`config.mk`:
```
export PLATFORM = sky130hd
export DESIGN_NAME = postfix_expression_evaluator_top
export DESIGN_NICKNAME = d
export VERILOG_FILES = /design/src/pee_pkg.sv /design/src/postfix_expression_evaluator_top.sv /design/src/pee_front.sv /design/src/pee_fifo.sv /design/src/pee_div.sv /design/src/pee_back.sv
export VERILOG_INCLUDE_DIRS = /design/src /design/src/src
export SDC_FILE = /design/constraint.sdc
export NUM_CORES = 2
export LEC_CHECK = 0
export BUFFER_PORTS_ARGS = -buffer_cell sky130_fd_sc_hd__buf_4
export CAP_MARGIN = 10
export CORE_AREA = 5 5 395 397
export DETAILED_ROUTE_END_ITERATION = 12
export DIE_AREA = 0 0 400 402
export PLACE_DENSITY = 0.52
export SLEW_MARGIN = 30
export SYNTH_ARGS = -nofsm -noshare
export SYNTH_HDL_FRONTEND = slang
export SYNTH_SLANG_ARGS = --single-unit
export TNS_END_PERCENT = 100
```
`constraint.sdc`:
```
create_clock -name clk -period 20.5 [get_ports clk]
set_input_delay 4.1 -clock clk [delete_from_list [all_inputs] [get_ports clk]]
set_output_delay 4.1 -clock clk [all_outputs]
set_load 0.005 [all_outputs]
```
`src/postfix_expression_evaluator_top_defines.svh`:
```
// Assertion macros shared by the evaluator RTL.
// Expects clk and arst_n in the scope of each use.
`ifndef POSTFIX_EXPRESSION_EVALUATOR_TOP_DEFINES_SVH
`define POSTFIX_EXPRESSION_EVALUATOR_TOP_DEFINES_SVH

// expression must hold at every clock edge out of reset
`define PEE_ASSERT_ALWAYS(lbl, expr, msg) \
	lbl: assert property (@(posedge clk) disable iff (!arst_n) (expr)) else $error(msg);

// consequent must hold in the same cycle as the antecedent
`define PEE_ASSERT_IMP(lbl, ante, cons, msg) \
	lbl: assert property (@(posedge clk) disable iff (!arst_n) (ante) |-> (cons)) else $error(msg);

`endif

```
`src/pee_pkg.sv`:
```
// Shared types and constants for the postfix expression evaluator.
// No dependencies; imported by every evaluator module.
package pee_pkg;

	localparam int STACK_DEPTH = 16;
	localparam int SP_W        = $clog2(STACK_DEPTH + 1);
	localparam int IDX_W       = (STACK_DEPTH > 1) ? $clog2(STACK_DEPTH) : 1;

	localparam int QDEPTH  = 4;
	localparam int QPTR_W  = $clog2(QDEPTH);
	localparam int QCNT_W  = $clog2(QDEPTH + 1);

	localparam int DATA_W  = 32;

	localparam logic [7:0] CH_ZERO  = 8'h30;
	localparam logic [7:0] CH_NINE  = 8'h39;
	localparam logic [7:0] CH_PLUS  = 8'h2B;
	localparam logic [7:0] CH_MINUS = 8'h2D;
	localparam logic [7:0] CH_STAR  = 8'h2A;
	localparam logic [7:0] CH_SLASH = 8'h2F;
	localparam logic [7:0] CH_SPACE = 8'h20;
	localparam logic [7:0] CH_TAB   = 8'h09;
	localparam logic [7:0] CH_CR    = 8'h0D;

	localparam logic [2:0] STS_OK       = 3'd0;
	localparam logic [2:0] STS_LEFTOVER = 3'd1;
	localparam logic [2:0] STS_INVALID  = 3'd2;
	localparam logic [2:0] STS_DIVZERO  = 3'd3;
	localparam logic [2:0] STS_OVERFLOW = 3'd4;

	typedef enum logic [2:0] {
		K_PUSH,
		K_SKIP,
		K_ADD,
		K_SUB,
		K_MUL,
		K_DIV,
		K_BAD
	} kind_t;

	typedef struct packed {
		kind_t      kind;
		logic [3:0] digit;
		logic       last;
	} cmd_t;

	typedef enum logic [2:0] {
		ST_IDLE,
		ST_EXEC,
		ST_RHS,
		ST_LHS,
		ST_MUL,
		ST_DIV,
		ST_FIN,
		ST_OUT
	} state_t;

endpackage

```
`src/postfix_expression_evaluator_top.sv`:
```
// Postfix evaluator. Back end per word: a digit or invalid word goes through IDLE, EXEC;
// + and - also RHS, LHS; * also MUL; / also DIV, where the divider forms one quotient bit
// per cycle (a zero divisor stops in LHS); whitespace takes no back-end step unless it
// ends the expression; the last word then passes FIN and OUT to form the result word.
// Reset: asynchronous, clears control, stack depth and error; stack memory is not cleared.
// Depends on pee_pkg, pee_front, pee_fifo, pee_back.
module postfix_expression_evaluator_top import pee_pkg::*; (
	input  logic        clk,
	input  logic        arst_n,
	input  logic        s_tvalid,
	output logic        s_tready,
	input  logic [7:0]  s_tdata,   // [7:0] char_code
	input  logic        s_tlast,   // last_char
	output logic        m_tvalid,
	input  logic        m_tready,
	output logic [31:0] m_tdata,   // [31:0] value
	output logic [2:0]  m_tuser    // [2:0] status
);

	logic f_valid;
	logic f_ready;
	cmd_t f_cmd;
	logic q_valid;
	logic q_pop;
	cmd_t q_cmd;

	pee_front u_front (
		.clk       (clk),
		.arst_n    (arst_n),
		.s_tvalid  (s_tvalid),
		.s_tready  (s_tready),
		.s_tdata   (s_tdata),
		.s_tlast   (s_tlast),
		.cmd_valid (f_valid),
		.cmd_ready (f_ready),
		.cmd       (f_cmd)
	);

	pee_fifo u_fifo (
		.clk    (clk),
		.arst_n (arst_n),
		.push   (f_valid),
		.ready  (f_ready),
		.wdata  (f_cmd),
		.valid  (q_valid),
		.pop    (q_pop),
		.rdata  (q_cmd)
	);

	pee_back u_back (
		.clk       (clk),
		.arst_n    (arst_n),
		.cmd_valid (q_valid),
		.cmd_pop   (q_pop),
		.cmd       (q_cmd),
		.m_tvalid  (m_tvalid),
		.m_tready  (m_tready),
		.value     (m_tdata),
		.status    (m_tuser)
	);

endmodule

```
`src/pee_front.sv`:
```
// Front end: accepts character words and classifies them into commands.
// Depends on pee_pkg.
module pee_front import pee_pkg::*; (
	input  logic       clk,
	input  logic       arst_n,
	input  logic       s_tvalid,
	output logic       s_tready,
	input  logic [7:0] s_tdata,   // [7:0] char_code
	input  logic       s_tlast,
	output logic       cmd_valid,
	input  logic       cmd_ready,
	output cmd_t       cmd
);

	logic vld_s1;
	cmd_t cmd_s1;
	cmd_t cls;
	logic keep;

	always_comb begin
		cls.digit = s_tdata[3:0];
		cls.last  = s_tlast;
		if (s_tdata >= CH_ZERO && s_tdata <= CH_NINE) begin
			cls.kind = K_PUSH;
		end else if (s_tdata == CH_SPACE || (s_tdata >= CH_TAB && s_tdata <= CH_CR)) begin
			cls.kind = K_SKIP;
		end else if (s_tdata == CH_PLUS) begin
			cls.kind = K_ADD;
		end else if (s_tdata == CH_MINUS) begin
			cls.kind = K_SUB;
		end else if (s_tdata == CH_STAR) begin
			cls.kind = K_MUL;
		end else if (s_tdata == CH_SLASH) begin
			cls.kind = K_DIV;
		end else begin
			cls.kind = K_BAD;
		end
	end

	// whitespace only matters when it closes the expression
	assign keep      = (cls.kind != K_SKIP) || s_tlast;
	assign s_tready  = !vld_s1 || cmd_ready;
	assign cmd_valid = vld_s1;
	assign cmd       = cmd_s1;

	always_ff @(posedge clk or negedge arst_n) begin
		if (!arst_n) begin
			vld_s1 <= 1'b0;
		end else if (s_tvalid && s_tready) begin
			vld_s1 <= keep;
		end else if (cmd_ready) begin
			vld_s1 <= 1'b0;
		end
	end

	always_ff @(posedge clk) begin
		if (s_tvalid && s_tready) begin
			cmd_s1 <= cls;
		end
	end

endmodule

```
`src/pee_fifo.sv`:
```
// Command queue between front end and stack engine.
// Depends on pee_pkg and the assertion macro header.
`include "postfix_expression_evaluator_top_defines.svh"
module pee_fifo import pee_pkg::*; (
	input  logic clk,
	input  logic arst_n,
	input  logic push,
	output logic ready,
	input  cmd_t wdata,
	output logic valid,
	input  logic pop,
	output cmd_t rdata
);

	cmd_t              mem_q [QDEPTH];
	logic [QPTR_W-1:0] wptr_q;
	logic [QPTR_W-1:0] rptr_q;
	logic [QCNT_W-1:0] cnt_q;
	logic              do_push;
	logic              do_pop;

	assign ready   = cnt_q != QCNT_W'(QDEPTH);
	assign valid   = cnt_q != '0;
	assign rdata   = mem_q[rptr_q];
	assign do_push = push && ready;
	assign do_pop  = pop && valid;

	always_ff @(posedge clk or negedge arst_n) begin
		if (!arst_n) begin
			wptr_q <= '0;
			rptr_q <= '0;
			cnt_q  <= '0;
		end else begin
			if (do_push) begin
				wptr_q <= wptr_q + 1'b1;
			end
			if (do_pop) begin
				rptr_q <= rptr_q + 1'b1;
			end
			if (do_push && !do_pop) begin
				cnt_q <= cnt_q + 1'b1;
			end else if (do_pop && !do_push) begin
				cnt_q <= cnt_q - 1'b1;
			end
		end
	end

	always_ff @(posedge clk) begin
		if (do_push) begin
			mem_q[wptr_q] <= wdata;
		end
	end

	`PEE_ASSERT_ALWAYS(a_fifo_cnt, cnt_q <= QCNT_W'(QDEPTH), "queue count out of range")
	`PEE_ASSERT_IMP(a_fifo_pop, pop, valid, "pop from empty queue")

endmodule

```
`src/pee_div.sv`:
```
// Signed 32-bit divider, truncating toward zero, one quotient bit per cycle.
// Depends on pee_pkg.
module pee_div import pee_pkg::*; (
	input  logic              clk,
	input  logic              arst_n,
	input  logic              start,
	input  logic [DATA_W-1:0] dividend,
	input  logic [DATA_W-1:0] divisor,
	output logic              busy,
	output logic              done,
	output logic [DATA_W-1:0] quot
);

	localparam int CNT_W = $clog2(DATA_W);

	logic              busy_q;
	logic              done_q;
	logic [CNT_W-1:0]  cnt_q;
	logic [DATA_W-1:0] rem_q;
	logic [DATA_W-1:0] quo_q;
	logic [DATA_W-1:0] mb_q;
	logic              neg_q;
	logic [DATA_W:0]   rem_sh;
	logic [DATA_W:0]   rem_sub;
	logic              ge;

	assign rem_sh  = {rem_q, quo_q[DATA_W-1]};
	assign rem_sub = rem_sh - {1'b0, mb_q};
	assign ge      = rem_sh >= {1'b0, mb_q};
	assign busy    = busy_q;
	assign done    = done_q;
	assign quot    = neg_q ? (DATA_W'(0) - quo_q) : quo_q;

	always_ff @(posedge clk or negedge arst_n) begin
		if (!arst_n) begin
			busy_q <= 1'b0;
			done_q <= 1'b0;
			cnt_q  <= '0;
		end else begin
			done_q <= 1'b0;
			if (start) begin
				busy_q <= 1'b1;
				cnt_q  <= '0;
			end else if (busy_q) begin
				cnt_q <= cnt_q + 1'b1;
				if (cnt_q == CNT_W'(DATA_W - 1)) begin
					busy_q <= 1'b0;
					done_q <= 1'b1;
				end
			end
		end
	end

	always_ff @(posedge clk) begin
		if (start) begin
			rem_q <= '0;
			quo_q <= dividend[DATA_W-1] ? (DATA_W'(0) - dividend) : dividend;
			mb_q  <= divisor[DATA_W-1] ? (DATA_W'(0) - divisor) : divisor;
			neg_q <= dividend[DATA_W-1] ^ divisor[DATA_W-1];
		end else if (busy_q) begin
			rem_q <= ge ? rem_sub[DATA_W-1:0] : rem_sh[DATA_W-1:0];
			quo_q <= {quo_q[DATA_W-2:0], ge};
		end
	end

endmodule

```
`src/pee_back.sv`:
```
// Stack engine: operand stack memory, ALU, result word register.
// Depends on pee_pkg, pee_div and the assertion macro header.
`include "postfix_expression_evaluator_top_defines.svh"
module pee_back import pee_pkg::*; (
	input  logic              clk,
	input  logic              arst_n,
	input  logic              cmd_valid,
	output logic              cmd_pop,
	input  cmd_t              cmd,
	output logic              m_tvalid,
	input  logic              m_tready,
	output logic [DATA_W-1:0] value,
	output logic [2:0]        status
);

	logic [DATA_W-1:0] stk [STACK_DEPTH];
	logic [DATA_W-1:0] rd_q;
	logic [DATA_W-1:0] rhs_q;
	logic [DATA_W-1:0] prod_q;
	logic [2*DATA_W-1:0] mul_full;
	cmd_t              cmd_q;
	logic [SP_W-1:0]   depth_q;
	logic [2:0]        err_q;
	logic              m_valid_q;
	logic [DATA_W-1:0] value_q;
	logic [2:0]        status_q;
	state_t            state_q;
	state_t            state_d;

	logic              we;
	logic [IDX_W-1:0]  waddr;
	logic [DATA_W-1:0] wdata;
	logic [IDX_W-1:0]  raddr;
	logic              inc;
	logic              dec;
	logic              err_set;
	logic [2:0]        err_val;
	logic              out_load;
	logic [2:0]        out_sts;
	logic              div_start;
	logic              div_busy;
	logic              div_done;
	logic [DATA_W-1:0] div_q;
	logic [SP_W-1:0]   top_m1;
	logic [SP_W-1:0]   top_m2;
	state_t            fin_st;

	assign top_m1   = depth_q - SP_W'(1);
	assign top_m2   = depth_q - SP_W'(2);
	assign fin_st   = cmd_q.last ? ST_FIN : ST_IDLE;
	assign mul_full = rd_q * rhs_q;

	pee_div u_div (
		.clk      (clk),
		.arst_n   (arst_n),
		.start    (div_start),
		.dividend (rd_q),
		.divisor  (rhs_q),
		.busy     (div_busy),
		.done     (div_done),
		.quot     (div_q)
	);

	always_comb begin
		if (err_q != STS_OK) begin
			out_sts = err_q;
		end else if (depth_q == '0) begin
			out_sts = STS_INVALID;
		end else if (depth_q > SP_W'(1)) begin
			out_sts = STS_LEFTOVER;
		end else begin
			out_sts = STS_OK;
		end
	end

	always_comb begin
		state_d   = state_q;
		cmd_pop   = 1'b0;
		we        = 1'b0;
		waddr     = top_m2[IDX_W-1:0];
		wdata     = rd_q;
		raddr     = '0;
		inc       = 1'b0;
		dec       = 1'b0;
		err_set   = 1'b0;
		err_val   = STS_INVALID;
		out_load  = 1'b0;
		div_start = 1'b0;
		unique case (state_q)
			ST_IDLE: begin
				if (cmd_valid) begin
					cmd_pop = 1'b1;
					state_d = ST_EXEC;
				end
			end
			ST_EXEC: begin
				raddr   = top_m1[IDX_W-1:0];
				state_d = fin_st;
				if (err_q == STS_OK) begin
					case (cmd_q.kind) inside
						K_PUSH: begin
							if (depth_q == SP_W'(STACK_DEPTH)) begin
								err_set = 1'b1;
								err_val = STS_OVERFLOW;
							end else begin
								we    = 1'b1;
								waddr = depth_q[IDX_W-1:0];
								wdata = DATA_W'(cmd_q.digit);
								inc   = 1'b1;
							end
						end
						K_SKIP: begin
						end
						K_ADD, K_SUB, K_MUL, K_DIV: begin
							if (depth_q < SP_W'(2)) begin
								err_set = 1'b1;
							end else begin
								state_d = ST_RHS;
							end
						end
						default: begin
							err_set = 1'b1;
						end
					endcase
				end
			end
			ST_RHS: begin
				raddr   = top_m2[IDX_W-1:0];
				state_d = ST_LHS;
			end
			ST_LHS: begin
				state_d = fin_st;
				case (cmd_q.kind)
					K_ADD: begin
						we    = 1'b1;
						wdata = rd_q + rhs_q;
						dec   = 1'b1;
					end
					K_SUB: begin
						we    = 1'b1;
						wdata = rd_q - rhs_q;
						dec   = 1'b1;
					end
					K_MUL: begin
						state_d = ST_MUL;
					end
					K_DIV: begin
						if (rhs_q == '0) begin
							err_set = 1'b1;
							err_val = STS_DIVZERO;
						end else begin
							div_start = 1'b1;
							state_d   = ST_DIV;
						end
					end
					default: begin
					end
				endcase
			end
			ST_MUL: begin
				we      = 1'b1;
				wdata   = prod_q;
				dec     = 1'b1;
				state_d = fin_st;
			end
			ST_DIV: begin
				if (div_done) begin
					we      = 1'b1;
					wdata   = div_q;
					dec     = 1'b1;
					state_d = fin_st;
				end
			end
			ST_FIN: begin
				state_d = ST_OUT;
			end
			ST_OUT: begin
				if (!m_valid_q || m_tready) begin
					out_load = 1'b1;
					state_d  = ST_IDLE;
				end
			end
			default: begin
				state_d = ST_IDLE;
			end
		endcase
	end

	always_ff @(posedge clk or negedge arst_n) begin
		if (!arst_n) begin
			state_q <= ST_IDLE;
		end else begin
			state_q <= state_d;
		end
	end

	always_ff @(posedge clk or negedge arst_n) begin
		if (!arst_n) begin
			depth_q   <= '0;
			err_q     <= STS_OK;
			m_valid_q <= 1'b0;
		end else begin
			if (out_load) begin
				depth_q <= '0;
				err_q   <= STS_OK;
			end else begin
				if (inc) begin
					depth_q <= depth_q + SP_W'(1);
				end else if (dec) begin
					depth_q <= top_m1;
				end
				if (err_set) begin
					err_q <= err_val;
				end
			end
			if (out_load) begin
				m_valid_q <= 1'b1;
			end else if (m_tready) begin
				m_valid_q <= 1'b0;
			end
		end
	end

	always_ff @(posedge clk) begin
		if (cmd_pop) begin
			cmd_q <= cmd;
		end
		if (state_q == ST_RHS) begin
			rhs_q <= rd_q;
		end
		if (state_q == ST_LHS) begin
			prod_q <= mul_full[DATA_W-1:0];
		end
		if (out_load) begin
			status_q <= out_sts;
			value_q  <= (out_sts == STS_OK) ? rd_q : '0;
		end
	end

	// stack memory: one write port, one registered read port
	always_ff @(posedge clk) begin
		if (we) begin
			stk[waddr] <= wdata;
		end
		rd_q <= stk[raddr];
	end

	assign m_tvalid = m_valid_q;
	assign value    = value_q;
	assign status   = status_q;

	`PEE_ASSERT_ALWAYS(a_depth_rng, depth_q <= SP_W'(STACK_DEPTH), "stack depth out of range")
	`PEE_ASSERT_IMP(a_err_zero, m_valid_q && (status_q != STS_OK), value_q == '0, "value not cleared on error")
	`PEE_ASSERT_IMP(a_div_wait, state_q == ST_DIV, div_busy || div_done, "waiting on idle divider")

endmodule
```
* Yosys cells after proc, flatten, opt, wreduce, memory -nomap -nowiden
Memory sizes are Yosys's and may differ from the RTL's. A register that Yosys moved wholly into a read port is not among the register bits.
Cells that the tools add are included.
** Cells by class
- $add $sub $neg :: 14
- Equality and inequality tests :: 24
- Reduce and logical (&&, ||, !) cells :: 32
- Order comparisons :: 7
- Bitwise operators :: 1
- Mux-type cells :: 91
- $mul :: 1
** Operators by type and width (number)
- $mux W32 :: 9
- $pmux W32 S4 :: 1
- $sub A1 B32 Y32 const A :: 3
- $mux W3 :: 24
- $pmux W32 S2 :: 1
- $sub A32 B32 Y32 :: 2
- $eq A8 B6 Y1 const B :: 5
- $mux W1 :: 37
- $ge A33 B32 Y1 :: 1
- $add A32 B32 Y32 :: 1
- $logic_not A32 Y1 :: 1
- $mul A32 B32 Y32 :: 1
- $mux W31 :: 1
- $mux W5 :: 5
- $pmux W3 S8 :: 1
- $eq A3 B3 Y1 const B :: 6
- $mux W4 :: 4
- $eq A3 B2 Y1 const B :: 4
- $logic_not A3 Y1 :: 4
- $pmux W3 S2 :: 2
- $add A5 B1 Y5 const B :: 2
- $eq A5 B5 Y1 const B :: 2
- $reduce_bool A2 Y1 :: 5
- $reduce_bool A3 Y1 :: 3
- other kinds (29) :: 45
** Storage, ports and cells
- Memory bits (writable) :: 544
- Memories :: 2
- Bits in registers :: 231
- Output and inout bits :: 37
- Word-level logic and storage cells :: 195
- Input port bits :: 13
** Memories
- u_back.stk :: words 16, bits a word 32, read ports 1, clocked after memory_dff 1, write ports 1, line pee_back.sv:16 : logic [DATA_W-1:0] stk [STACK_DEPTH];
- u_fifo.mem_q :: words 4, bits a word 8, read ports 1, clocked after memory_dff 1, write ports 1, line pee_fifo.sv:15 : cmd_t mem_q [QDEPTH];

* Depth between registers and ports, before layout
- Depth after elaboration :: 10
- Depth in mapped cells :: 27
- Gate-level depth less buffers :: 25

* Hierarchy
Synthesis repeated with hierarchy kept, for this count alone.
** Second synthesis, totals
- Cell total of the unflattened synthesis :: 4465
- Area, all modules :: 53323.6 um2
** Modules (own cells, without submodules)
- pee_back :: area an instance 43621.8 um2, seq. area each 19528.7 um2, cells each 3462, instances 1
- pee_div :: area an instance 7608.5 um2, seq. area each 2767.7 um2, cells each 883, instances 1
- pee_fifo :: area an instance 1584.0 um2, seq. area each 1136.1 um2, cells each 77, instances 1
- pee_front :: area an instance 509.2 um2, seq. area each 265.3 um2, cells each 43, instances 1

* Worst setup path before layout
OpenSTA, ideal clock, no wires.
- Kind :: reg2reg
- Start :: register u_back.rhs_q[5]
- End :: register u_back.prod_q[30], data pin
- Required time :: 20.239 ns
- Buffers on the path :: 2
- Library setup time :: 0.261 ns
- Setup slack :: 13.421 ns
- Stages on the path, launching flop included :: 24
- Arrival :: 6.818 ns
- Path through :: edfxtp_1 > clkbuf_1 > clkbuf_1 > and2_1 > fa_1 > fa_1 > fa_1 > inv_1 > fa_1 > inv_1 > fa_1 > inv_1 > fa_1 > inv_1 > fa_1 > fa_1 > ha_1 > o21ai_0 > nand2b_1 > a21oi_1 > or4_1 > o21ai_0 > a31oi_1 > a311o_1
** Between the ends
- Word-level cells in the longest chain between the ends :: 1
** Ends and longest elaborated chain
- start, declared :: line pee_back.sv:18 : logic [DATA_W-1:0] rhs_q;
- start signal, assigned :: line pee_back.sv:229 : rhs_q <= rd_q;
- $mul A32 B32 Y32 :: line pee_back.sv:51 : assign mul_full = rd_q * rhs_q;
- net u_back.mul_full[30] :: line pee_back.sv:20 : logic [2*DATA_W-1:0] mul_full;
- end signal, assigned :: line pee_back.sv:232 : prod_q <= mul_full[DATA_W-1:0];
- end, declared :: line pee_back.sv:19 : logic [DATA_W-1:0] prod_q;
The timed path passes the listed nets, and every way through them passes these cells.
A chain may end at the register's enable or synchronous reset.

* Final worst setup path
- Start :: register u_back.rhs_q[4]
- End :: register u_back.prod_q[31], data pin
The elaborated chain is that of the path after synthesis.

==> flow_metrics.py <==
metrics = {
    "setup_path": {
        "cpMaxStageDelayCell": "edfxtp_1",
        "timing.critical_path.buf_inv": 6,
        "end_kind": "flop",
        "worst_ep_arrival_time_ps": 8120,
        "cpLargestDelayFamily": "adder cells",
        "slowest_delay_ps": 870,
        "start_kind": "flop",
        "cp.required_ps": 20900,
        "crit_chain": "buf_4, nand2_1, fa_1, inv_1, fa_1, inv_1, fa_1, fa_1, inv_1, fa_1, fa_1, fa_1, inv_1, fa_1, inv_1, ha_1, nor2b_1, o21ai_0, o221ai_1, o41ai_1, o21ai_0, xnor2_1",
        "critPathKind": "flop to flop",
        "path_max_fanout": 21,
        "crit_path_frequent_cell": "fa_1",
    },
    "clock_tree": {
        "cts_buffer_depth": 3,
        "post_cts_resized": 0,
        "clkLatencyLatePin_ps": 690,
        "clkTransAtPathRegs_ps": 60,
        "cts_hold_buf": 0,
        "cts_max_level": 3,
        "cts.sink_count": 815,
        "cts_buffers": 86,
        "cts_tree": "done",
        "post_cts_buffers": 0,
        "root_buffer": "clkbuf_16",
    },
    "floorplanning": {
        "placementRows": 143,
        "io_pins": 50,
        "die_w_um": 400,
        "die_y_um": 402,
        "die_area_mm2": 0.161,
        "start_util_pct": 34.9,
        "core_area_mm2": 0.152,
    },
    "placed_design": {
        "port_buffers": 49,
        "hpwl_um": 96800,
        "placed_cell_area_mm2": 0.0558,
        "gp_congestion": 0.839,
        "pre_cts_slack_ps": 12760,
    },
    "layout": {
        "final_area_mm2": 0.0587,
        "area_growth_pct": 11.2,
        "antenna_cells": 0,
        "drive_gt1_share_pct": 11.1,
        "num-nets-final": 5003,
    },
    "synth": {
        "synth_warnings": 0,
        "synthCells": 4383,
        "synth_ff_type": "edfxtp_1",
        "syn-num-nets": 5010,
        "netlist_area_mm2": 0.0528,
        "synth.distinct_cells": 88,
        "syn_area_per_cell_um2": 12.1,
        "synthArstFlopShare_pct": 3.31,
        "synth_edf_count": 724,
        "ys_ff_latch": 815,
        "ys_seq_area_share_pct": 44.9,
    },
    "sta": {
        "setup_ws_ps": 12790,
        "rsz0062_at_grt": "false",
        "period_minus_slack_ps": 7710,
        "slew_headroom_pct": 33.5,
        "clock.fmax_ghz": 0.130,
        "finalMaxSlewViolations": 0,
        "worstMarginPinSlew_ps": 997,
        "post-route-period-util_pct": 37.6,
        "fin_setup_tns_ps": 0,
        "fin_skew_ps": 46.5,
        "hold_viol": 0,
        "setup_viol": 0,
    },
    "detailed_routing": {
        "drt_iter0_markers": 2549,
        "drc": 0,
        "final_antenna_net_count": 0,
        "firstDrtPassIters": 6,
        "vias_per_cell": 5.18,
        "vias": 33600,
        "wl_um": 145000,
        "wire_per_inst_um": 22.4,
    },
    "global_route": {
        "antenna_found_initial": 3,
        "grt_max_degree": 129,
        "grt_pass1_vias": 34300,
        "grt_pass1_wl_um": 221000,
        "grt-ovfl-total": 0,
        "track_usage_pct": 18.1,
    },
    "run_status": {
        "status": "finished clean",
    },
    "hold_path": {
        "min_path_type": "flop to flop",
    },
    "run": {
        "max_cap_violations": 0,
    },
}
==> cell type report <==
| type | instances | area (um2) |
|---|---|---|
| Tap cell | 2030 | 2540 |
| Clock buffer | 133 | 2440 |
| Multi-Input combinational cell | 2840 | 26600 |
| Inverter | 476 | 1790 |
| Timing Repair Buffer | 157 | 1240 |
| Fill cell | 14600 | 92800 |
| Sequential cell | 815 | 23700 |
| Clock inverter | 28 | 377 |
==> cell usage after synthesis, types with 18 or more instances <==
cell type / number / area share [%]
a222oi_1: 18 / 0.34
mux4_2: 136 / 5.8
xnor2_1: 152 / 2.5
a21oi_1: 99 / 0.94
ha_1: 203 / 4.8
nand2b_1: 27 / 0.32
dfxtp_1: 64 / 2.4
a211oi_1: 50 / 0.71
mux2i_1: 20 / 0.38
a21o_1: 32 / 0.45
or3_1: 26 / 0.31
nor3_1: 29 / 0.27
fa_1: 411 / 16
dfrtp_1: 27 / 1.3
o21a_1: 24 / 0.34
xor2_1: 108 / 1.8
inv_1: 474 / 3.4
nor2_1: 122 / 0.87
buf_1: 23 / 0.16
o31ai_1: 33 / 0.47
nand2_1: 513 / 3.6
clkbuf_1: 213 / 1.5
nand3_1: 27 / 0.26
a31oi_1: 51 / 0.60
edfxtp_1: 724 / 41
o21ai_0: 159 / 1.5
and2_1: 343 / 4.1
==> layer usage <==
metal / vias to the layer above / part of all wire [%] / wire, um / global-route usage, %
li1: 15100 / - / - / -
met1: 17500 / 46 / 67000 / 26.4
met2: 811 / 47 / 68200 / 29.3
met3: 151 / 5.0 / 7180 / 2.15
met4: 0 / 1.7 / 2510 / 3.47
met5: - / 0 / 0 / 0
==> path summary, 6_finish.rpt <==
path | to | depth (start not counted) | slack (ps) | from
worst max-delay path | u_back.prod_q[31] | 22 | 12790 | u_back.rhs_q[4]
worst min-delay path | u_back.u_div.rem_q[22] | 2 | 490 | u_back.u_div.rem_q[22]
worst max register to register | u_back.prod_q[31] | 22 | 12790 | u_back.rhs_q[4]
worst min register to register | u_back.u_div.rem_q[22] | 2 | 490 | u_back.u_div.rem_q[22]
max in group asynchronous | u_back.u_div.busy | 1 | 16850 | arst_n
min in group asynchronous | u_back.u_div.cnt_q[1] | 1 | 3340 | arst_n
==> cells in the final DEF, fill, tap and decap left out, types with 13 or more instances in the layout <==
cell type,n
nor2_4,16
edfxtp_1,724
a211oi_1,50
dfxtp_1,59
nor2b_1,16
nand2b_1,27
nand4_1,15
nor2_1,106
clkbuf_1,36
a222oi_1,18
ha_1,203
or4_1,14
nor3_1,28
mux4_2,136
fa_1,411
or3_1,26
nand2_1,513
o21a_1,24
nor4_1,16
xnor2_1,152
and2_1,342
o21ai_0,147
buf_4,143
clkbuf_16,86
xor2_1,108
inv_1,474
a21o_1,32
o31ai_1,30
nand3_1,27
mux2i_1,20
a21oi_1,97
or2_2,15
a31oi_1,51
and3_1,15
o211ai_1,13
dfrtp_1,26
==> through the flow <==
stage	utilization, %	hold WS [ps]	std cells
final	38.7	489	6479
after detailed placement	36.8	480	6310
after floorplan	-	406	4383
after global routing	38.7	509	6479
after global placement	36.8	477	6307
after CTS	38.7	492	6471
==> cell families after synthesis <==
family	Yosys count	synth area share [%]
compound gates	599	7.58
xor+xnor	260	4.31
fa+ha+maj	615	20.4
buf+inv	728	5.26
flops	815	44.9
mux	160	6.26
simple gates	1206	11.3
==> sequential cells by signal (all words and copies together) (netlist names), 2 cells and up <==
name and cells:
u_fifo.mem_q 32, u_back.prod_q 32, u_fifo.wptr_q 2, u_back.status 3, u_back.rhs_q 32, u_fifo.rptr_q 2
u_back.depth_q 5, u_back.cmd_q 8, u_back.rd_q 32, u_back.err_q 3, u_back.u_div.cnt_q 5, u_back.value 32
u_back.u_div.quo_q 32, u_back.u_div.rem_q 32, u_back.stk 512, u_back.state_q 3, u_fifo.cnt_q 3, u_front.cmd 8
u_back.u_div.mb_q 32
==> tightest hold or removal path: stages (launching register included) <==
cell and delay (ps):
dfxtp_1 320, nand2_1 70, a21oi_1 50
Power is not shown: default switching activity piles up to over one toggle a cycle in this logic, so the estimate is an artifact.
